===== src/rtl/core/oom_pkg.sv =====
`default_nettype none
// ----------------------------------------------------------------------------
// oom_pkg
// Shared types and register indexes for the output overvoltage and
// overcurrent monitor.
// ----------------------------------------------------------------------------
package oom_pkg;

   localparam int unsigned CSR_INDEX_W = 3;
   localparam int unsigned CSR_DATA_W  = 16;

   localparam logic [CSR_INDEX_W-1:0] CSR_OVP_MARGIN_NORMAL  = 3'd0;
   localparam logic [CSR_INDEX_W-1:0] CSR_OVP_MARGIN_DIGITAL = 3'd1;
   localparam logic [CSR_INDEX_W-1:0] CSR_OVP_HARD_MARGIN    = 3'd2;
   localparam logic [CSR_INDEX_W-1:0] CSR_PRE_SOFT_MARGIN    = 3'd3;
   localparam logic [CSR_INDEX_W-1:0] CSR_PRE_HARD_MARGIN    = 3'd4;
   localparam logic [CSR_INDEX_W-1:0] CSR_PRE_ABS_LIMIT      = 3'd5;
   localparam logic [CSR_INDEX_W-1:0] CSR_OCP_MARGIN         = 3'd6;

   localparam logic [15:0] OVP_MARGIN_NORMAL_RST  = 16'd500;
   localparam logic [15:0] OVP_MARGIN_DIGITAL_RST = 16'd1000;
   localparam logic [15:0] OVP_HARD_MARGIN_RST    = 16'd2000;
   localparam logic [15:0] PRE_SOFT_MARGIN_RST    = 16'd300;
   localparam logic [15:0] PRE_HARD_MARGIN_RST    = 16'd1500;
   localparam logic [15:0] PRE_ABS_LIMIT_RST      = 16'd0;
   localparam logic [15:0] OCP_MARGIN_RST         = 16'd500;

   typedef struct packed {
      logic               restart;
      logic        [15:0] vout_mv;
      logic signed [15:0] iout_ma;
      logic        [15:0] iref_ma;
      logic        [15:0] vtarget_mv;
      logic               digital_mode;
      logic               preconnect;
      logic               handover;
   } req_type;

   typedef struct packed {
      logic ovp_trip;
      logic ovp_hard;
      logic ocp_trip;
   } rsp_type;

   typedef struct packed {
      logic [15:0] ovp_margin_normal_mv;
      logic [15:0] ovp_margin_digital_mv;
      logic [15:0] ovp_hard_margin_mv;
      logic [15:0] pre_soft_margin_mv;
      logic [15:0] pre_hard_margin_mv;
      logic [15:0] pre_abs_limit_mv;
      logic [15:0] ocp_margin_ma;
   } cfg_type;

   typedef struct packed {
      logic [7:0] blank_left;
      logic [7:0] ovp_run;
      logic [7:0] ocp_run;
   } state_type;

endpackage
`default_nettype wire


===== src/rtl/core/oom_eval.sv =====
`default_nettype none
// ----------------------------------------------------------------------------
// oom_eval
// Limit calculation, comparisons and confirm counter update for one sample.
// ----------------------------------------------------------------------------
module oom_eval #(
   parameter int unsigned BLANK_SAMPLES = 16,
   parameter int unsigned OVP_CONFIRM   = 4,
   parameter int unsigned OCP_CONFIRM   = 4
) (
   input  wire oom_pkg::req_type   req,
   input  wire oom_pkg::cfg_type   cfg,
   input  wire oom_pkg::state_type state_cur,
   output oom_pkg::rsp_type        rsp,
   output oom_pkg::state_type      state_nxt
);

   localparam logic [7:0] BLANK_INIT = 8'(BLANK_SAMPLES);
   localparam logic [7:0] OVP_CONF   = 8'(OVP_CONFIRM);
   localparam logic [7:0] OCP_CONF   = 8'(OCP_CONFIRM);

   logic [7:0]  blank_dec;
   logic [16:0] soft_lim;
   logic [16:0] hard_lim;
   logic [16:0] ocp_lim;
   logic [16:0] vout_ext;
   logic [16:0] icur;
   logic [7:0]  ovp_inc;
   logic [7:0]  ocp_inc;

   always_comb begin
      blank_dec = (state_cur.blank_left != 8'd0) ? state_cur.blank_left - 8'd1 : 8'd0;
      if (req.preconnect) begin
         soft_lim = (cfg.pre_abs_limit_mv != 16'd0) ? {1'b0, cfg.pre_abs_limit_mv}
                  : {1'b0, req.vtarget_mv} + {1'b0, cfg.pre_soft_margin_mv};
         hard_lim = {1'b0, req.vtarget_mv} + {1'b0, cfg.pre_hard_margin_mv};
      end else begin
         soft_lim = {1'b0, req.vtarget_mv} + (req.digital_mode
                  ? {1'b0, cfg.ovp_margin_digital_mv} : {1'b0, cfg.ovp_margin_normal_mv});
         hard_lim = {1'b0, req.vtarget_mv} + {1'b0, cfg.ovp_hard_margin_mv};
      end
      ocp_lim  = {1'b0, req.iref_ma} + {1'b0, cfg.ocp_margin_ma};
      vout_ext = {1'b0, req.vout_mv};
      icur     = req.iout_ma[15] ? 17'd0 : {2'b00, req.iout_ma[14:0]};
      ovp_inc  = (state_cur.ovp_run < OVP_CONF) ? state_cur.ovp_run + 8'd1
                                                 : state_cur.ovp_run;
      ocp_inc  = (state_cur.ocp_run < OCP_CONF) ? state_cur.ocp_run + 8'd1
                                                 : state_cur.ocp_run;

      rsp                  = '0;
      state_nxt            = state_cur;
      state_nxt.blank_left = blank_dec;

      if (req.restart) begin
         state_nxt.blank_left = BLANK_INIT;
         state_nxt.ovp_run    = 8'd0;
         state_nxt.ocp_run    = 8'd0;
      end else begin
         if (vout_ext > hard_lim) begin
            rsp.ovp_hard      = 1'b1;
            rsp.ovp_trip      = 1'b1;
            state_nxt.ovp_run = OVP_CONF;
         end else if (vout_ext <= soft_lim || blank_dec != 8'd0) begin
            state_nxt.ovp_run = 8'd0;
         end else begin
            state_nxt.ovp_run = ovp_inc;
            rsp.ovp_trip      = (ovp_inc >= OVP_CONF);
         end

         if (icur <= ocp_lim) begin
            state_nxt.ocp_run = 8'd0;
         end else if (!req.preconnect && !req.handover) begin
            rsp.ocp_trip = 1'b1;
         end else begin
            state_nxt.ocp_run = ocp_inc;
            rsp.ocp_trip      = (ocp_inc >= OCP_CONF);
         end
      end
   end

endmodule
`default_nettype wire


===== src/rtl/core/output_ovp_ocp_monitor.sv =====
`default_nettype none
// ----------------------------------------------------------------------------
// output_ovp_ocp_monitor
// Output overvoltage and overcurrent monitor with blanking and confirm counters.
// ----------------------------------------------------------------------------
// One request is one control-tick sample of the charger output and gives one
// response with the overvoltage and overcurrent flags. A request is taken into
// an input register, checked against the soft, hard and current limits and
// written to a response register; a new request is accepted every cycle while
// the response side keeps up. Configuration writes are registered, and the user
// is to make them only while the block is idle; the block does not enforce this.
module output_ovp_ocp_monitor #(
   parameter int unsigned BLANK_SAMPLES = 16,
   parameter int unsigned OVP_CONFIRM   = 4,
   parameter int unsigned OCP_CONFIRM   = 4
) (
   input  wire                                  clock,
   input  wire                                  reset,
   input  wire                                  req_valid,
   output logic                                 req_ready,
   input  wire oom_pkg::req_type                req_data,
   output logic                                 rsp_valid,
   input  wire                                  rsp_ready,
   output oom_pkg::rsp_type                     rsp_data,
   input  wire                                  csr_we,
   input  wire [oom_pkg::CSR_INDEX_W-1:0]       csr_index,
   input  wire [oom_pkg::CSR_DATA_W-1:0]        csr_wdata
);

   localparam logic [7:0] BLANK_INIT = 8'(BLANK_SAMPLES);

   oom_pkg::cfg_type   cfg_ff,   cfg_in;
   oom_pkg::state_type state_ff, state_in;
   oom_pkg::req_type   req_ff;
   oom_pkg::rsp_type   rsp_ff,   rsp_in;
   logic               req_vld_ff;
   logic               rsp_vld_ff, rsp_vld_in;
   logic               advance;

   assign advance   = req_vld_ff && (!rsp_vld_ff || rsp_ready);
   assign req_ready = !req_vld_ff || advance;
   assign rsp_valid = rsp_vld_ff;
   assign rsp_data  = rsp_ff;
   assign rsp_vld_in = advance || (rsp_vld_ff && !rsp_ready);

   oom_eval #(
      .BLANK_SAMPLES (BLANK_SAMPLES),
      .OVP_CONFIRM   (OVP_CONFIRM),
      .OCP_CONFIRM   (OCP_CONFIRM)
   ) u_eval (
      .req       (req_ff),
      .cfg       (cfg_ff),
      .state_cur (state_ff),
      .rsp       (rsp_in),
      .state_nxt (state_in)
   );

   always_comb begin
      cfg_in = cfg_ff;
      if (csr_we) begin
         case (csr_index)
            oom_pkg::CSR_OVP_MARGIN_NORMAL:  cfg_in.ovp_margin_normal_mv  = csr_wdata;
            oom_pkg::CSR_OVP_MARGIN_DIGITAL: cfg_in.ovp_margin_digital_mv = csr_wdata;
            oom_pkg::CSR_OVP_HARD_MARGIN:    cfg_in.ovp_hard_margin_mv    = csr_wdata;
            oom_pkg::CSR_PRE_SOFT_MARGIN:    cfg_in.pre_soft_margin_mv    = csr_wdata;
            oom_pkg::CSR_PRE_HARD_MARGIN:    cfg_in.pre_hard_margin_mv    = csr_wdata;
            oom_pkg::CSR_PRE_ABS_LIMIT:      cfg_in.pre_abs_limit_mv      = csr_wdata;
            oom_pkg::CSR_OCP_MARGIN:         cfg_in.ocp_margin_ma         = csr_wdata;
            default: cfg_in = cfg_ff;
         endcase
      end
   end

   always_ff @(posedge clock) begin
      if (reset) begin
         cfg_ff.ovp_margin_normal_mv  <= oom_pkg::OVP_MARGIN_NORMAL_RST;
         cfg_ff.ovp_margin_digital_mv <= oom_pkg::OVP_MARGIN_DIGITAL_RST;
         cfg_ff.ovp_hard_margin_mv    <= oom_pkg::OVP_HARD_MARGIN_RST;
         cfg_ff.pre_soft_margin_mv    <= oom_pkg::PRE_SOFT_MARGIN_RST;
         cfg_ff.pre_hard_margin_mv    <= oom_pkg::PRE_HARD_MARGIN_RST;
         cfg_ff.pre_abs_limit_mv      <= oom_pkg::PRE_ABS_LIMIT_RST;
         cfg_ff.ocp_margin_ma         <= oom_pkg::OCP_MARGIN_RST;
         state_ff.blank_left          <= BLANK_INIT;
         state_ff.ovp_run             <= 8'd0;
         state_ff.ocp_run             <= 8'd0;
         req_vld_ff                   <= 1'b0;
         rsp_vld_ff                   <= 1'b0;
      end else begin
         cfg_ff     <= cfg_in;
         rsp_vld_ff <= rsp_vld_in;
         if (req_ready) begin
            req_vld_ff <= req_valid;
         end
         if (advance) begin
            state_ff <= state_in;
         end
      end
   end

   // payload registers
   always_ff @(posedge clock) begin
      if (req_valid && req_ready) begin
         req_ff <= req_data;
      end
      if (advance) begin
         rsp_ff <= rsp_in;
      end
   end

endmodule
`default_nettype wire

===== config.mk =====
export PLATFORM = sky130hd
export DESIGN_NAME = output_ovp_ocp_monitor
export DESIGN_NICKNAME = d
export VERILOG_FILES = /design/src/rtl/core/oom_pkg.sv /design/src/rtl/core/oom_eval.sv /design/src/rtl/core/output_ovp_ocp_monitor.sv
export SDC_FILE = /design/constraint.sdc
export NUM_CORES = 1
export LEC_CHECK = 0
export BUFFER_PORTS_ARGS = -buffer_cell sky130_fd_sc_hd__buf_2
export CAP_MARGIN = 20
export CORE_MARGIN = 4
export CORE_UTILIZATION = 54
export DETAILED_ROUTE_END_ITERATION = 8
export PLACE_DENSITY = 0.83
export SLEW_MARGIN = 20
export SYNTH_ARGS = -nofsm -noshare
export SYNTH_HDL_FRONTEND = slang
export SYNTH_HIERARCHICAL = 1
export SYNTH_SLANG_ARGS = --single-unit

===== constraint.sdc =====
create_clock -name clock -period 11.3 [get_ports clock]
set_input_delay 1.695 -clock clock [delete_from_list [all_inputs] [get_ports clock]]
set_output_delay 1.695 -clock clock [all_outputs]
set_load 0.01 [all_outputs]

==> results.toml <==
[timing]
rsz0062_at_grt = "no"
finalCriticalPeriod_ns = 5.52
holdWs_ns = 0.455
max_freq_mhz = 181
slew-limit-headroom_pct = 37.2
tightest_slew_ns = 0.941
final.period_utilization_pct = 48.9
finalSetupViolCount = 0
setup_tns_ns = 0
hold_viol = 0
fin_ws_ns = 5.78
slew_viol_final = 0
skew_ns = 0.0187

[cells_and_area]
layout-drive-gt1-share_pct = 13.5
n_antenna_cell = 0
postLayoutCoreUtil_pct = 60.9
fin_cells = 1710
nets = 1618
fillers = 1896
synthToLayoutAreaGrowth_pct = 11.4
postLayoutCellArea_sq_um = 13700

[synthesis]
synth_ff_type = "dfxtp_1"
yosysUniqueCellTypes = 76
ys_ff_latch = 209
syn_inst = 1339
async_flop_share_pct = 0
yosysSeqAreaShare_pct = 39.7
syn-num-nets = 1550
synth-edff-count = 71
netlist_area_sq_um = 12300
synthTopCellsByArea = "dfxtp_1, edfxtp_1, ha_1"
yosysTopAreaCell = "dfxtp_1"
synth_top_area_share_pct = 22.4
avgSynthCellArea_sq_um = 9.21
yosysWarnings = 6

[setup_path]
required_ns = 11.73
cp.buffers_inverters = 0
end_kind = "flop"
crit_chain = "mux2_2, ha_1, fa_1, a211oi_1, o21ai_1, a21oi_1, o21ai_1, xnor2_1, o22ai_1, a221oi_1, ha_1, nand4_1, nor4_1, or4_1, or4_1, nor4_2, nand2_2, nor3b_1, nand2b_1, mux2i_1"
criticalPathCategory = "flop to flop"
max_stage_delay_ns = 0.84
critPathLaunchType = "flop"
worst_path_max_delay_cell = "edfxtp_1"
cp.arrival_ns = 5.95
worstPathMaxFanout = 16
crit_family = "simple AND/OR/NAND/NOR gates"

[global_route]
grt_pass1_wl_um = 49400
grt_util_all_layers_pct = 23.3
overflow = 0
antenna_found_initial = 0
grt_pass1_vias = 9837
grt_max_degree = 98

[pwr]
switching_power_mw = 0.527
p_int_mw = 1.43
power.leakage_nw = 5.37
sw_frac_of_total_pct = 27.0
power_frac_comb_pct = 17.4
p_total_mw = 1.95
p_per_area_nw_per_um2 = 142
p_seq_share_pct = 42.2
vdd_ir_drop_max_mv = 0.117
p_clk_share_pct = 40.4

[route]
wl_met1_um = 13000
wl_met2_um = 14800
vias_per_cell = 5.91
drc = 0
firstDrtPassIters = 5
drtIter0Drc = 709
wl_met3_um = 1370
wire_per_inst_um = 17.8
drt_wl_total_um = 30500
maxUsedRoutingLayer = "met4"
final_antenna_net_count = 0
num_vias = 10114

[floorplan]
start_util_pct = 54.6
fp.dieW_um = 159
placement_rows = 55
fp.dieH_um = 159
core_sq_um = 22600
die-area_sq_um = 25300
num_io_pins = 97

[clocking]
numCtsBuffers = 24
cts.sinks = 209
htree_levels = 1
hold_buffers = 0
clk_path_buf_depth = 3
cts-root-buf = "clkbuf_16"
postCtsSetupBuffers = 0
cts_resized = 0
cts_tree = "built"
insertion_delay_ns = 0.52
clkSlewWorstSetupHoldPaths_ns = 0.06

[min_path]
hold_class = "flop to flop"

[placement]
placed_cell_area_sq_um = 12900
gp_congestion = 0.904
post-dp-hpwl_um = 22300
placed_cells = 1665
pre_cts_ws_ns = 5.86
io_buffer_count = 96

[flow_run]
max_cap_violations = 0

[outcome]
status = "finished, final reports clean"
## cell usage after synthesis (5+ instances only)
cell type / number
mux2_2: 35
clkbuf_1: 32
nor3_1: 59
o21bai_1: 9
nor3b_1: 11
o21a_1: 9
a21oi_1: 184
edfxtp_1: 71
nor2b_1: 24
o21ai_1: 26
nand3_1: 16
and3_1: 6
xnor2_1: 35
nor2_1: 62
o31ai_1: 5
a31oi_1: 6
o21ai_0: 11
ha_1: 115
nand2b_1: 51
nand4_1: 8
dfxtp_1: 138
nand2_1: 197
buf_2: 9
a21o_1: 17
o22ai_1: 5
mux2i_1: 28
inv_1: 21
nor4_1: 12
buf_4: 14
xor2_1: 22
a211oi_1: 10
## logic make-up (layout without fill, tap and decap cells)
group                      count (synthesis)  in the layout  synth area share, %
buffers and inverters                     81            167                 3.23
and+or+nand+nor                          489            489                 19.8
muxes                                     63             63                 5.47
DFF                                      209            209                 39.7
AOI/OAI and AO/OA                        321            321                 15.4
xor gates and xnor gates                  57             57                 4.05
adders and majority gates                119            119                 12.3
## layer usage
metal	up-vias	GRT usage [%]
met1	4788	30.1
met4	0	8.88
met2	266	40.2
met5	-	0
met3	68	2.59
li1	4992	-
## final cells by class
cell class                      instances  area [sq um]  share of cell area [%]
Multi-Input combinational cell       1049          7050                    51.3
Timing Repair Buffer                  102           532                    3.87
Clock inverter                          7          42.5                   0.310
Clock buffer                           37           785                    5.71
Sequential cell                       209          4890                    35.6
Tap cell                              285           357                    2.60
Inverter                               21          78.8                   0.574
## power groups by stage
stage          Combinational, mW  Clock [mW]  Sequential, mW
2_1_floorplan              0.251           0           0.834
3_3_place_gp               0.320           0           0.841
3_5_place_dp               0.332           0           0.842
4_1_cts                    0.335       0.805           0.826
5_1_grt                    0.375       0.836           0.828
6_report                   0.340       0.789           0.825
## final timing paths
path                                 start           end  slack (ns)  cells past startpoint
worst max register to register   req_ff[2]  state_ff[12]        5.78                     20
worst max-delay path             req_ff[2]  state_ff[12]        5.78                     20
worst min-delay path            cfg_ff[44]    cfg_ff[44]        0.45                      2
worst min register to register  cfg_ff[44]    cfg_ff[44]        0.45                      2
## sequential cells by signal (all words and copies together), names as in the netlist
name        cells
req_ff         68
rsp_valid       1
state_ff       24
cfg_ff        112
req_vld_ff      1
rsp_data        3
## worst reg2reg max path, delay by kind of cell (launching register included)
family | cells | cell delay (ns)
flops | 1 | 0.84
xor+xnor | 1 | 0.16
fa+ha+maj | 3 | 0.93
simple gates | 8 | 1.66
compound gates | 6 | 1.27
mux | 2 | 0.58
## placed cells by master (no fill, tap or decap), drive strengths merged, types with 6 or more instances in the layout
cell,n
nor2,62
o21bai,9
a21o,17
clkbuf,37
nor4,13
xnor2,35
and3,6
a31oi,6
o21a,9
a21oi,184
buf,102
nor2b,24
nor3b,11
a211oi,10
nand3,16
nor3,59
nand2b,51
mux2,35
edfxtp,71
inv,22
nand4,8
nand2,198
xor2,22
o21ai,37
mux2i,28
ha,115
dfxtp,138
No activity file was read; power rests on OpenSTA's default activity.
